==> config.mk <==
export PLATFORM = sky130hd
export DESIGN_NAME = round_robin_time_slice_scheduler
export DESIGN_NICKNAME = d
export VERILOG_FILES = /design/src/hdl/rrts_pkg.sv /design/src/hdl/rrts_dp.sv /design/src/hdl/rrts_ctrl.sv /design/src/hdl/round_robin_time_slice_scheduler.sv
export SDC_FILE = /design/constraint.sdc
export NUM_CORES = 1
export LEC_CHECK = 0
export BUFFER_PORTS_ARGS = -buffer_cell sky130_fd_sc_hd__buf_2
export CAP_MARGIN = 10
export CORE_ASPECT_RATIO = 0.7
export CORE_MARGIN = 2
export CORE_UTILIZATION = 50
export CTS_BUF_LIST = sky130_fd_sc_hd__clkbuf_2 sky130_fd_sc_hd__clkbuf_4 sky130_fd_sc_hd__clkbuf_8
export DETAILED_ROUTE_END_ITERATION = 6
export GPL_ROUTABILITY_DRIVEN = 0
export PLACE_DENSITY = 0.72
export SETUP_SLACK_MARGIN = 0.4
export SLEW_MARGIN = 20
export SYNTH_ARGS = -nofsm -noshare
export SYNTH_HDL_FRONTEND = slang
export SYNTH_HIERARCHICAL = 1
export SYNTH_SLANG_ARGS = --single-unit
==> constraint.sdc <==
create_clock -name clk -period 8.5 [get_ports clk]
set_clock_uncertainty 0.05 [all_clocks]
set_input_delay 0.425 -clock clk [delete_from_list [all_inputs] [get_ports clk]]
set_output_delay 0.425 -clock clk [all_outputs]
set_load 0.02 [all_outputs]
==> src/hdl/rrts_pkg.sv <==
`timescale 1ns / 1ps
// ----------------------------------------------------------------------------
// Round-robin scheduler package
// Shared constants, operation codes, controller/datapath interface types and
// the slot segment function.
// ----------------------------------------------------------------------------
package rrts_pkg;

    localparam int SLOTS_DEF = 8;

    localparam logic [15:0] QUANTUM_RST = 16'd100;
    localparam logic [15:0] INIT_SP     = 16'hFF00;

    localparam logic [1:0] OP_TICK  = 2'd0;
    localparam logic [1:0] OP_SPAWN = 2'd1;
    localparam logic [1:0] OP_TERM  = 2'd2;

    // Commands from the controller to the datapath.
    typedef struct packed {
        logic load;
        logic tk_rd;
        logic tk_upd;
        logic scan_step;
        logic sp_rd;
        logic sw_take;
        logic spawn_claim;
        logic spawn_full;
        logic term;
        logic out_load;
    } cmd_t;

    // Status from the datapath to the controller.
    typedef struct packed {
        logic [1:0] in_op;
        logic       expired;
        logic       slot_busy;
        logic       last;
        logic       out_free;
    } stat_t;

    // Segment of a slot is (slot + 2) * 0x1000, kept to 16 bits.
    function automatic logic [15:0] seg_of(input logic [7:0] s);
        logic [7:0] t;
        t = s + 8'd2;
        return {t[3:0], 12'h000};
    endfunction

endpackage

==> src/hdl/rrts_dp.sv <==
`timescale 1ns / 1ps
// ----------------------------------------------------------------------------
// Round-robin scheduler datapath
// Slot tables, slice counters, scan index, result and output registers.
// ----------------------------------------------------------------------------
module rrts_dp #(
    parameter int SLOTS = rrts_pkg::SLOTS_DEF
) (
    input  logic                clk,
    input  logic                rst_n,
    input  rrts_pkg::cmd_t      cmd,
    output rrts_pkg::stat_t     stat,
    input  logic                cfg_wr_en,
    input  logic [15:0]         cfg_wr_data,
    input  logic [1:0]          op,
    input  logic [15:0]         cur_segment,
    input  logic [15:0]         cur_sp,
    input  logic                out_ready,
    output logic                out_valid,
    output logic                switched,
    output logic [15:0]         next_segment,
    output logic [15:0]         next_sp,
    output logic [2:0]          slot,
    output logic                table_full
);

    localparam int SLOT_W = $clog2(SLOTS);
    localparam logic [SLOT_W-1:0] LAST_IDX = SLOT_W'(SLOTS - 1);

    // Control state.
    logic [15:0]       quantum_reg;
    logic [SLOTS-1:0]  active_reg;
    logic [SLOTS-1:0]  tk_vld_reg;
    logic [SLOTS-1:0]  sp_vld_reg;
    logic [SLOT_W-1:0] cur_reg;
    logic              out_valid_reg;

    // Slot memories; an entry without its valid bit reads as its reset value.
    logic [15:0] tk_mem [SLOTS];
    logic [15:0] sp_mem [SLOTS];

    // Working registers.
    logic [15:0]       sp_in_reg;
    logic [15:0]       tk_rd_reg;
    logic              tk_rd_vld_reg;
    logic [15:0]       sp_rd_reg;
    logic              sp_rd_vld_reg;
    logic [SLOT_W-1:0] idx_reg;
    logic [SLOT_W-1:0] cnt_reg;
    logic              res_sw_reg;
    logic              res_full_reg;
    logic [15:0]       res_seg_reg;
    logic [15:0]       res_sp_reg;

    // Output registers.
    logic              sw_out_reg;
    logic              full_out_reg;
    logic [15:0]       seg_out_reg;
    logic [15:0]       sp_out_reg;
    logic [SLOT_W-1:0] slot_out_reg;

    logic [15:0]       tk_cur;
    logic [15:0]       tk_sum;
    logic              expired;
    logic [SLOT_W-1:0] idx_inc;
    logic [SLOT_W-1:0] cur_inc;
    logic [7:0]        slot_ext;

    always_comb
    begin
        tk_cur  = tk_rd_vld_reg ? tk_rd_reg : 16'd0;
        tk_sum  = tk_cur + 16'd1;
        expired = (tk_sum >= quantum_reg);
        idx_inc = (idx_reg == LAST_IDX) ? '0 : idx_reg + 1'b1;
        cur_inc = (cur_reg == LAST_IDX) ? '0 : cur_reg + 1'b1;
    end

    always_comb
    begin
        stat.in_op     = op;
        stat.expired   = expired;
        stat.slot_busy = active_reg[idx_reg];
        stat.last      = (cnt_reg == LAST_IDX);
        stat.out_free  = !out_valid_reg || out_ready;
    end

    always_ff @(posedge clk or negedge rst_n)
    begin
        if (!rst_n)
        begin
            quantum_reg   <= rrts_pkg::QUANTUM_RST;
            active_reg    <= '0;
            tk_vld_reg    <= '0;
            sp_vld_reg    <= '0;
            cur_reg       <= '0;
            out_valid_reg <= 1'b0;
        end
        else
        begin
            if (cfg_wr_en)
            begin
                quantum_reg <= cfg_wr_data;
            end
            if (cmd.tk_upd)
            begin
                // An expired slice clears the counter by dropping its valid bit.
                if (expired)
                begin
                    tk_vld_reg[cur_reg] <= 1'b0;
                    sp_vld_reg[cur_reg] <= 1'b1;
                end
                else
                begin
                    tk_vld_reg[cur_reg] <= 1'b1;
                end
            end
            if (cmd.sp_rd)
            begin
                cur_reg <= idx_reg;
            end
            if (cmd.spawn_claim)
            begin
                active_reg[idx_reg] <= 1'b1;
                cur_reg             <= idx_reg;
            end
            if (cmd.term)
            begin
                active_reg[cur_reg] <= 1'b0;
            end
            if (cmd.out_load)
            begin
                out_valid_reg <= 1'b1;
            end
            else if (out_ready)
            begin
                out_valid_reg <= 1'b0;
            end
        end
    end

    always_ff @(posedge clk)
    begin
        if (cmd.load)
        begin
            sp_in_reg    <= cur_sp;
            res_sw_reg   <= 1'b0;
            res_full_reg <= 1'b0;
            res_seg_reg  <= cur_segment;
            res_sp_reg   <= cur_sp;
            idx_reg      <= '0;
            cnt_reg      <= '0;
        end
        if (cmd.tk_rd)
        begin
            tk_rd_reg     <= tk_mem[cur_reg];
            tk_rd_vld_reg <= tk_vld_reg[cur_reg];
        end
        if (cmd.tk_upd)
        begin
            if (expired)
            begin
                sp_mem[cur_reg] <= sp_in_reg;
                idx_reg         <= cur_inc;
                cnt_reg         <= SLOT_W'(1);
            end
            else
            begin
                tk_mem[cur_reg] <= tk_sum;
            end
        end
        if (cmd.scan_step)
        begin
            idx_reg <= idx_inc;
            cnt_reg <= cnt_reg + 1'b1;
        end
        if (cmd.sp_rd)
        begin
            sp_rd_reg     <= sp_mem[idx_reg];
            sp_rd_vld_reg <= sp_vld_reg[idx_reg];
        end
        if (cmd.sw_take)
        begin
            res_sw_reg  <= 1'b1;
            res_seg_reg <= rrts_pkg::seg_of(8'(cur_reg));
            res_sp_reg  <= sp_rd_vld_reg ? sp_rd_reg : rrts_pkg::INIT_SP;
        end
        if (cmd.spawn_claim)
        begin
            res_seg_reg <= rrts_pkg::seg_of(8'(idx_reg));
            res_sp_reg  <= rrts_pkg::INIT_SP;
        end
        if (cmd.spawn_full)
        begin
            res_full_reg <= 1'b1;
        end
        if (cmd.out_load)
        begin
            sw_out_reg   <= res_sw_reg;
            full_out_reg <= res_full_reg;
            seg_out_reg  <= res_seg_reg;
            sp_out_reg   <= res_sp_reg;
            slot_out_reg <= cur_reg;
        end
    end

    assign slot_ext     = 8'(slot_out_reg);
    assign out_valid    = out_valid_reg;
    assign switched     = sw_out_reg;
    assign table_full   = full_out_reg;
    assign next_segment = seg_out_reg;
    assign next_sp      = sp_out_reg;
    assign slot         = slot_ext[2:0];

endmodule

==> src/hdl/rrts_ctrl.sv <==
`timescale 1ns / 1ps
// ----------------------------------------------------------------------------
// Round-robin scheduler controller
// Sequences counter update, slot scans, and result hand-off per request.
// ----------------------------------------------------------------------------
module rrts_ctrl (
    input  logic             clk,
    input  logic             rst_n,
    input  logic             in_valid,
    output logic             in_ready,
    input  rrts_pkg::stat_t  stat,
    output rrts_pkg::cmd_t   cmd
);

    localparam logic [2:0] S_IDLE   = 3'd0;
    localparam logic [2:0] S_TK_RD  = 3'd1;
    localparam logic [2:0] S_TK_UPD = 3'd2;
    localparam logic [2:0] S_SCAN   = 3'd3;
    localparam logic [2:0] S_SP_CAP = 3'd4;
    localparam logic [2:0] S_SPAWN  = 3'd5;
    localparam logic [2:0] S_TERM   = 3'd6;
    localparam logic [2:0] S_FIN    = 3'd7;

    logic [2:0] state_reg;
    logic [2:0] state_next;

    always_ff @(posedge clk or negedge rst_n)
    begin
        if (!rst_n)
        begin
            state_reg <= S_IDLE;
        end
        else
        begin
            state_reg <= state_next;
        end
    end

    always_comb
    begin
        state_next = state_reg;
        cmd        = '0;
        in_ready   = 1'b0;
        unique case (state_reg)
            S_IDLE:
            begin
                in_ready = 1'b1;
                if (in_valid)
                begin
                    cmd.load = 1'b1;
                    unique case (stat.in_op)
                        rrts_pkg::OP_TICK:  state_next = S_TK_RD;
                        rrts_pkg::OP_SPAWN: state_next = S_SPAWN;
                        rrts_pkg::OP_TERM:  state_next = S_TERM;
                        default:            state_next = S_FIN;
                    endcase
                end
            end
            S_TK_RD:
            begin
                cmd.tk_rd  = 1'b1;
                state_next = S_TK_UPD;
            end
            S_TK_UPD:
            begin
                cmd.tk_upd = 1'b1;
                state_next = stat.expired ? S_SCAN : S_FIN;
            end
            S_SCAN:
            begin
                // Walks the other slots, starting after the current one.
                priority if (stat.slot_busy)
                begin
                    cmd.sp_rd  = 1'b1;
                    state_next = S_SP_CAP;
                end
                else if (stat.last)
                begin
                    state_next = S_FIN;
                end
                else
                begin
                    cmd.scan_step = 1'b1;
                end
            end
            S_SP_CAP:
            begin
                cmd.sw_take = 1'b1;
                state_next  = S_FIN;
            end
            S_SPAWN:
            begin
                priority if (!stat.slot_busy)
                begin
                    cmd.spawn_claim = 1'b1;
                    state_next      = S_FIN;
                end
                else if (stat.last)
                begin
                    cmd.spawn_full = 1'b1;
                    state_next     = S_FIN;
                end
                else
                begin
                    cmd.scan_step = 1'b1;
                end
            end
            S_TERM:
            begin
                cmd.term   = 1'b1;
                state_next = S_FIN;
            end
            S_FIN:
            begin
                if (stat.out_free)
                begin
                    cmd.out_load = 1'b1;
                    state_next   = S_IDLE;
                end
            end
            default:
            begin
                state_next = S_IDLE;
            end
        endcase
    end

endmodule

==> src/hdl/round_robin_time_slice_scheduler.sv <==
`timescale 1ns / 1ps
// Flow: an unknown op goes straight to the result stage; a terminate first clears the
// current slot; a tick reads and updates the slice counter and, on expiry, scans the
// other slots; a spawn scans for a free slot; the slot scan visits one slot per cycle.
// Throughput: one request at a time; the next request is accepted once the controller is
// back in idle after the result is loaded into the output register.
// Reset: asynchronous, active low; clears all slots, the current slot and sets quantum to 100.
// ----------------------------------------------------------------------------
// Round-robin time-slice scheduler
// Top level joining the scheduler controller and datapath.
// ----------------------------------------------------------------------------
module round_robin_time_slice_scheduler #(
    parameter int SLOTS = rrts_pkg::SLOTS_DEF
) (
    input  logic        clk,
    input  logic        rst_n,
    input  logic        cfg_wr_en,
    input  logic [15:0] cfg_wr_data,
    input  logic        in_valid,
    output logic        in_ready,
    input  logic [1:0]  op,
    input  logic [15:0] cur_segment,
    input  logic [15:0] cur_sp,
    output logic        out_valid,
    input  logic        out_ready,
    output logic        switched,
    output logic [15:0] next_segment,
    output logic [15:0] next_sp,
    output logic [2:0]  slot,
    output logic        table_full
);

    rrts_pkg::cmd_t  cmd;
    rrts_pkg::stat_t stat;

    rrts_ctrl u_ctrl (
        .clk      (clk),
        .rst_n    (rst_n),
        .in_valid (in_valid),
        .in_ready (in_ready),
        .stat     (stat),
        .cmd      (cmd)
    );

    rrts_dp #(
        .SLOTS (SLOTS)
    ) u_dp (
        .clk          (clk),
        .rst_n        (rst_n),
        .cmd          (cmd),
        .stat         (stat),
        .cfg_wr_en    (cfg_wr_en),
        .cfg_wr_data  (cfg_wr_data),
        .op           (op),
        .cur_segment  (cur_segment),
        .cur_sp       (cur_sp),
        .out_ready    (out_ready),
        .out_valid    (out_valid),
        .switched     (switched),
        .next_segment (next_segment),
        .next_sp      (next_sp),
        .slot         (slot),
        .table_full   (table_full)
    );

endmodule

==> implementation parameters, run 1 <==
Parameter                              Value

Floorplan
  Row count ... 56
  Die height ... 158.7 um
  Full die area ... 0.03570 mm^2
  Placeable Area ... 0.03356 mm^2
  Boundary pin count ... 94
  Initial standard-cell utilization of the core ... 50.92%
  Die outline width ... 225.0 um

GRT
  GRT Total Usage ... 20.68%
  GRT Residual Overflow ... 0
  Largest net degree at the start of global routing ... 48
  First-pass GRT wire length ... 55250 um
  Antenna violations before repair ... 0
  Via count of the first global-routing pass ... 9474

Status
  Result of the run ... finished clean

Yosys
  Share of flip-flops with an asynchronous set or reset after synthesis ... 10.93%
  Cell area after synthesis ... 0.01709 mm^2
  Avg Cell Area, Syn ... 16.15 um^2
  Leading post-synthesis cells by instance count ... 347 x sky130_fd_sc_hd__edfxtp_1, 154 x sky130_fd_sc_hd__nand2_1, 70 x sky130_fd_sc_hd__mux4_2
  Ranking of synthesized cells by area ... sky130_fd_sc_hd__edfxtp_1 61%, sky130_fd_sc_hd__mux4_2 9.2%, sky130_fd_sc_hd__dfrtp_1 6.4%
  Total nets after synthesis ... 1144
  Most used flip-flop cell after synthesis ... sky130_fd_sc_hd__edfxtp_1
  Number of enable flip-flop cells after synthesis ... 347
  Count of distinct cell types in the synthesized netlist ... 62
  Synthesized netlist cell count ... 1058
  Number of synthesized register bits ... 430
  Share of the synthesized area in the top cell type ... 60.97%
  Most numerous cell in the Yosys netlist ... sky130_fd_sc_hd__edfxtp_1
  Register area share after synthesis ... 72.09%
  Most area-hungry cell type in the Yosys netlist ... sky130_fd_sc_hd__edfxtp_1
  Yosys warning count ... 6

Clock network
  Clock sink count ... 430
  Skew-Pair Late Insertion Delay ... 0.63 ns
  Reg clk slew, reported paths ... 0.07 ns
  CTS tree ... built
  Number of levels the H-tree was split into ... 2
  Max Buffers Root-to-Sink ... 3
  Library cell used as clock root buffer ... sky130_fd_sc_hd__clkbuf_8
  Total clock buffers created by CTS ... 61

Cells and area
  Share of cells above drive strength 1 ... 27.10%
  Fill count ... 2439
  Final instance area ... 0.02002 mm^2
  Registers with the most flip-flops ... u_dp/sp_mem (128), u_dp/tk_mem (128)
  Number of inserted diodes ... 0
  Layout Nets ... 1321
  Relative area change from synthesis to final layout ... 17.15%

Critical path
  Timing startpoint of the critical path ... u_dp/tk_rd_vld_reg
  Cell depth of the worst flop-to-flop path ... 16
  Kind of start point of the critical path ... flop
  Data arrival, critical path ... 5.77 ns
  CP Class ... reg2reg
  Register-to-register setup slack ... 2.99 ns
  Required arrival time at the worst endpoint ... 8.75 ns
  Endpoint of the most critical register-to-register path ... u_dp/tk_mem[6][7]
  Critical path capture point type ... flop
  Maximum fanout count along the critical path ... 17
  Beginning of the worst register-to-register path ... u_dp/tk_rd_vld_reg

Min path
  Number of instances on the worst hold path ... 3
  Class of the worst hold path ... in2reg
  Start point of the worst min-delay path ... cur_segment[9]
  Worst min-delay path endpoint ... u_dp/res_seg_reg[9]

Timing
  Count of final max-slew check failures ... 0
  Highest attainable clock frequency ... 181.4 MHz
  Final clock period utilization by the worst path ... 64.85%
  Min Clock Period, post-route ... 5.512 ns
  Slew at the pin closest to its max-slew limit ... 1.168 ns
  Setup TNS ... 0 ns
  Tightest slew margin relative to the limit ... 21.85%
  Hold Vio Cnt, Final ... 0
  Unrepaired setup endpoints after global routing ... no
  Final-report setup violation count ... 0

Placement
  Post-place instance area ... 0.01809 mm^2
  Count of buffers inserted at the top-level ports ... 93
  Post-DP HPWL ... 23050 um

Route
  Routed Antenna Nets ... 0
  Per-cell routed wire length ... 21.15 um
  Vias per Instance ... 5.563
  Overall via count from detail_route ... 9585
  Number of search-and-repair iterations in the first detailed-routing pass ... 5
  DR DRC count ... 0
  Post-Route WL ... 36440 um
  Detailed Route Iter0 Violations ... 977

Job
  Max-cap violations ... 0

Pwr
  Total leakage power ... 0.007341 uW
  Power density over the cells ... 334.3 mW/mm^2
  Largest vdd supply drop ... 149.3 uV
==> cell usage in the layout, fill, tap and decap left out, drive strengths merged, types with 3 or more instances in the layout <==
cell type and n:
mux2i 20, edfxtp 347, o211ai 3, a31oi 12, dlygate4sd3 44, mux4 70
nor3 12, nand2 156, dfxtp 36, inv 29, o21bai 7, o21ai 33
clkbuf 94, o21a 3, nand3 10, o311ai 3, and2 3, xor2 6
ha 31, dfstp 3, nand2b 15, buf 122, mux2 12, o22ai 7
or3 3, a21o 3, clkinv 13, bufinv 7, nor2b 8, a21oi 31
xnor2 6, a22oi 4, nor2 67, dfrtp 44, nand4 5
==> stage by stage <==
| step | total power [uW] | std cells | hold slack [ns] | utilization (%) | setup WS [ns] |
|---|---|---|---|---|---|
| 2_1_floorplan | 4275 | 1058 | 0.07941 | - | 3.407 |
| 3_3_place_gp | 4781 | 1562 | 0.3533 | 53.90 | 3.383 |
| 3_5_place_dp | 4838 | 1562 | 0.3640 | 53.90 | 3.138 |
| 4_1_cts | 6730 | 1722 | 0.01316 | 59.58 | 3.095 |
| 5_1_grt | 7036 | 1723 | 0.06207 | 59.66 | 2.570 |
| 6_report | 6695 | 1723 | 0.06412 | 59.66 | 2.988 |
==> cells by family (layout without fill, tap and decap cells) <==
family / after synthesis / in the layout / share of synthesized area [%]
and+or+nand+nor: 287 / 287 / 7.504
DFF: 430 / 430 / 72.09
buffers and inverters: 81 / 311 / 2.152
adders and majority gates: 31 / 31 / 2.269
muxes: 102 / 102 / 11.21
AOI/OAI and AO/OA: 115 / 115 / 4.165
xor gates and xnor gates: 12 / 12 / 0.6149
==> worst max-delay path by stage <==
stage                                     to  slack (ns)  cells past startpoint
after floorplan            u_dp/tk_mem[6][0]        3.41                     15
after CTS                  u_dp/tk_mem[6][2]        3.10                     14
after global routing       u_dp/tk_mem[6][4]        2.57                     16
after detailed placement  u_dp/tk_mem[6][15]        3.14                     14
final                      u_dp/tk_mem[6][7]        2.99                     16
after global placement    u_dp/tk_mem[6][11]        3.38                     16
==> layer usage <==
layer  up-vias  share of wire [%]  global-route usage, %
met2       382                 42                  29.35
met4         0                2.0                  6.118
met3        65                9.0                  5.130
li1       4347                  -                      -
met1      4791                 47                  31.65
met5         -                  0                      0
==> cell type report <==
cell class                 instances  area (um^2)  share of cell area, %
sequential                       430        12320                  61.55
clock inverter                    22        295.3                  1.475
tap                              435        544.3                  2.718
inverter                          29        111.4                 0.5561
timing repair buffer             166         1136                  5.674
multi-input combinational        547         4443                  22.19
clock buffer                      94         1169                  5.836
==> power breakdown <==
group | leakage, uW | internal [uW] | switching (uW) | total (uW)
registers | 0.00403 | 2760 | 198 | 2960
logic | 0.00253 | 726 | 1140 | 1870
clock network | 0.000774 | 1090 | 778 | 1870
==> critical path, cell delays in order, from the launching register on <==
cell                       delay (ns)
sky130_fd_sc_hd__edfxtp_1        0.52
sky130_fd_sc_hd__nand2_1         0.32
sky130_fd_sc_hd__inv_1           0.17
sky130_fd_sc_hd__ha_1            0.22
sky130_fd_sc_hd__nand3_1         0.20
sky130_fd_sc_hd__or4_1           0.52
sky130_fd_sc_hd__nor3_1          0.26
sky130_fd_sc_hd__xnor2_1         0.09
sky130_fd_sc_hd__nor2_1          0.53
sky130_fd_sc_hd__ha_1            0.38
sky130_fd_sc_hd__nand2_1         0.07
sky130_fd_sc_hd__o21a_1          0.13
sky130_fd_sc_hd__o21ai_0         0.26
sky130_fd_sc_hd__nor3_4          0.74
sky130_fd_sc_hd__inv_4           0.20
sky130_fd_sc_hd__nor3_2          0.22
sky130_fd_sc_hd__buf_4           0.30
==> what timing repair did <==
action | 4_1_cts | 5_1_grt
gates resized for setup | 0 | 0
endpoints found under the setup margin | 0 | 0
endpoints found under the hold margin | 87 | 0
hold buffers | 44 | 0
buffers inserted | 0 | 0
No activity file was read; power rests on OpenSTA's default activity.
==> inputs of run 2 (changes only) <==
- clock period: 8.5 -> 5.6 ns (I/O delays scaled with it)
==> run 2 against run 1 <==
Effect of this change:
- total power up 48%
- die area is the same
- fmax rose by 11%
- first-iteration DRC count shrank 1.9%
- largest power group unchanged
- highest routed layer unchanged
==> implementation parameters, run 2 (synthesis results as in run 1) <==
Parameter                              Value

Route
  Number of search-and-repair iterations in the first detailed-routing pass ... 5 (unchanged)
  Per-cell routed wire length ... 21.21 um (+0.29%)
  DR DRC count ... 0 (unchanged)
  Post-Route WL ... 36990 um (+1.5%)
  Vias per Instance ... 5.585 (+0.40%)
  Routed Antenna Nets ... 0 (unchanged)
  Detailed Route Iter0 Violations ... 958 (-1.9%)
  Overall via count from detail_route ... 9741 (+1.6%)

Timing
  Unrepaired setup endpoints after global routing ... yes
  Final clock period utilization by the worst path ... 88.76% (+24 points)
  Highest attainable clock frequency ... 201.2 MHz (+11%)
  Final-report setup violation count ... 0 (unchanged)
  Tightest slew margin relative to the limit ... 27.92% (+6.1 points)
  Worst hold margin ... 0.05239 ns (-0.01173 ns)
  Setup TNS ... 0 ns (unchanged)
  Min Clock Period, post-route ... 4.971 ns (-0.5413 ns)
  Count of final max-slew check failures ... 0 (unchanged)
  Setup WS post-layout ... 0.6292 ns (-2.359 ns)
  Hold Vio Cnt, Final ... 0 (unchanged)
  Slew at the pin closest to its max-slew limit ... 1.073 ns (-0.09481 ns)

Cells and area
  Relative area change from synthesis to final layout ... 16.90%
  Most frequent cells in the layout ... 347 x sky130_fd_sc_hd__edfxtp_1, 154 x sky130_fd_sc_hd__nand2_1, 92 x sky130_fd_sc_hd__buf_2, 75 x sky130_fd_sc_hd__clkbuf_8, 70 x sky130_fd_sc_hd__mux4_2
  Layout Nets ... 1343 (+1.7%)
  Commonest non-fill, non-tap cell in the layout ... sky130_fd_sc_hd__edfxtp_1
  Number of inserted diodes ... 0 (unchanged)
  Share of cells above drive strength 1 ... 26.89% (-0.21 points)
  Finished Layout Cells ... 1744 (+1.2%)
  Registers with the most flip-flops ... u_dp/sp_mem (128), u_dp/tk_mem (128)

GRT
  Via count of the first global-routing pass ... 9687 (+2.2%)
  Antenna violations before repair ... 1 (+1)
  GRT Total Usage ... 21.33% (+0.66 points)
  Largest net degree at the start of global routing ... 48 (unchanged)
  First-pass GRT wire length ... 56720 um (+2.7%)
  GRT Residual Overflow ... 0 (unchanged)

Pwr
  Power, Total ... 9934 uW (+48%)
  Power density over the cells ... 497.2 mW/mm^2 (+49%)
  Total leakage power ... 0.007323 uW (-0.24%)
  Largest vdd supply drop ... 264.5 uV (+77%)

Floorplan
  Initial standard-cell utilization of the core ... 50.92% (unchanged)
  Boundary pin count ... 94 (unchanged)
  Row count ... 56 (unchanged)
  Full die area ... 0.03570 mm^2 (unchanged)
  Die height ... 158.7 um (unchanged)
  Placeable Area ... 0.03356 mm^2 (unchanged)
  Die outline width ... 225.0 um (unchanged)

Clock network
  CTS tree ... built
  Reg clk slew, reported paths ... 0.06 ns (about the same)
  Library cell used as clock root buffer ... sky130_fd_sc_hd__clkbuf_8
  Skew-Pair Late Insertion Delay ... 0.59 ns (-0.04 ns)
  Total clock buffers created by CTS ... 67 (+9.8%)
  Clock sink count ... 430 (unchanged)
  # resized after CTS ... 0 (unchanged)
  Max Buffers Root-to-Sink ... 3 (unchanged)
  Number of levels the H-tree was split into ... 3 (+1)

Critical path
  Library cell contributing the largest single delay on the critical path ... sky130_fd_sc_hd__or4_4
  Critical Path Most Common Cell ... sky130_fd_sc_hd__buf_4
  Register-to-register setup slack ... 0.63 ns (-2.36 ns)
  Crit path buf inv count ... 4 (+1)
  Data arrival, critical path ... 5.18 ns (-0.59 ns)
  CP cell instances ... nand2_1 > inv_1 > ha_1 > nand3_1 > or4_1 > nor3_1 > xnor2_1 > nor2_1 > buf_4 > ha_1 > nand4_2 > or4_4 > a31oi_4 > nor3_4 > buf_4 > nor3_2 > buf_4
  Gate family responsible for the most delay along the worst path ... simple AND/OR/NAND/NOR gates
  Required arrival time at the worst endpoint ... 5.81 ns (-2.94 ns)
  Critical path capture point type ... flop
  Maximum fanout count along the critical path ... 16 (-1)
  CP Class ... reg2reg
  Kind of start point of the critical path ... flop
  Highest cell delay on the worst timing path ... 0.56 ns (-0.18 ns)

Placement
  Dpl ws ... 0.5593 ns (-2.578 ns)
  Post-DP HPWL ... 23300 um (+1.1%)
  Cell count after placement ... 1574 (+0.77%)
  Count of buffers inserted at the top-level ports ... 93 (unchanged)

Job
  Max-cap violations ... 0 (unchanged)

Min path
  Class of the worst hold path ... in2reg

Status
  Result of the run ... finished clean
[run 2: tightest hold or removal path: stages]
cell	delay (ns)
sky130_fd_sc_hd__buf_2	0.10
sky130_fd_sc_hd__a22oi_1	0.06
sky130_fd_sc_hd__o21ai_0	0.14
[run 2: path summary, 6_finish.rpt]
check,from,to,depth (start not counted)
hold reg to reg,u_dp/res_seg_reg[12],u_dp/next_segment[12],0
min in group asynchronous,rst_n,u_dp/quantum_reg[9],2
max in group asynchronous,rst_n,u_dp/cur_reg[0],2
setup / recovery,u_dp/tk_rd_vld_reg,u_dp/sp_mem[6][9],17
setup reg to reg,u_dp/tk_rd_vld_reg,u_dp/sp_mem[6][9],17
hold / removal,cur_segment[14],u_dp/res_seg_reg[14],3
[run 2: where the power goes]
part / switching, uW / total [uW] / leakage, uW / internal, uW
combinational: 1740 / 2870 / 0.00260 / 1130
clock: 1190 / 2550 / 0.000689 / 1360
sequential: 333 / 4520 / 0.00403 / 4190
[run 2: final cells by class]
class,instances,area [um^2]
clock buffer,93,1167
clock inverter,28,141.4
fill,2482,13580
inverter,29,111.4
multi-input combinational,547,4436
sequential,430,12320
tap,435,544.3
timing repair buffer,182,1256
[run 2: routing by layer]
| layer | vias up | wire length [um] | GRT usage, % |
|---|---|---|---|
| met5 | - | 0 | 0 |
| met4 | 0 | 864 | 7.127 |
| met3 | 70 | 3242 | 5.130 |
| met2 | 408 | 15870 | 30.50 |
| met1 | 4863 | 17010 | 32.23 |
| li1 | 4400 | - | - |
[run 2: per-stage QoR]
step,util [%],instance area [um^2]
3_5_place_dp,54.17,18180
2_1_floorplan,-,17090
6_report,59.53,19980
5_1_grt,59.53,19980
4_1_cts,59.50,19970
3_3_place_gp,54.17,18180
[run 2: repair_timing]
item / in CTS / in global routing
hold buffers: 48 / 0
buffers inserted: 0 / 1
endpoints found under the hold margin: 94 / 0
endpoints found under the setup margin: 0 / 129
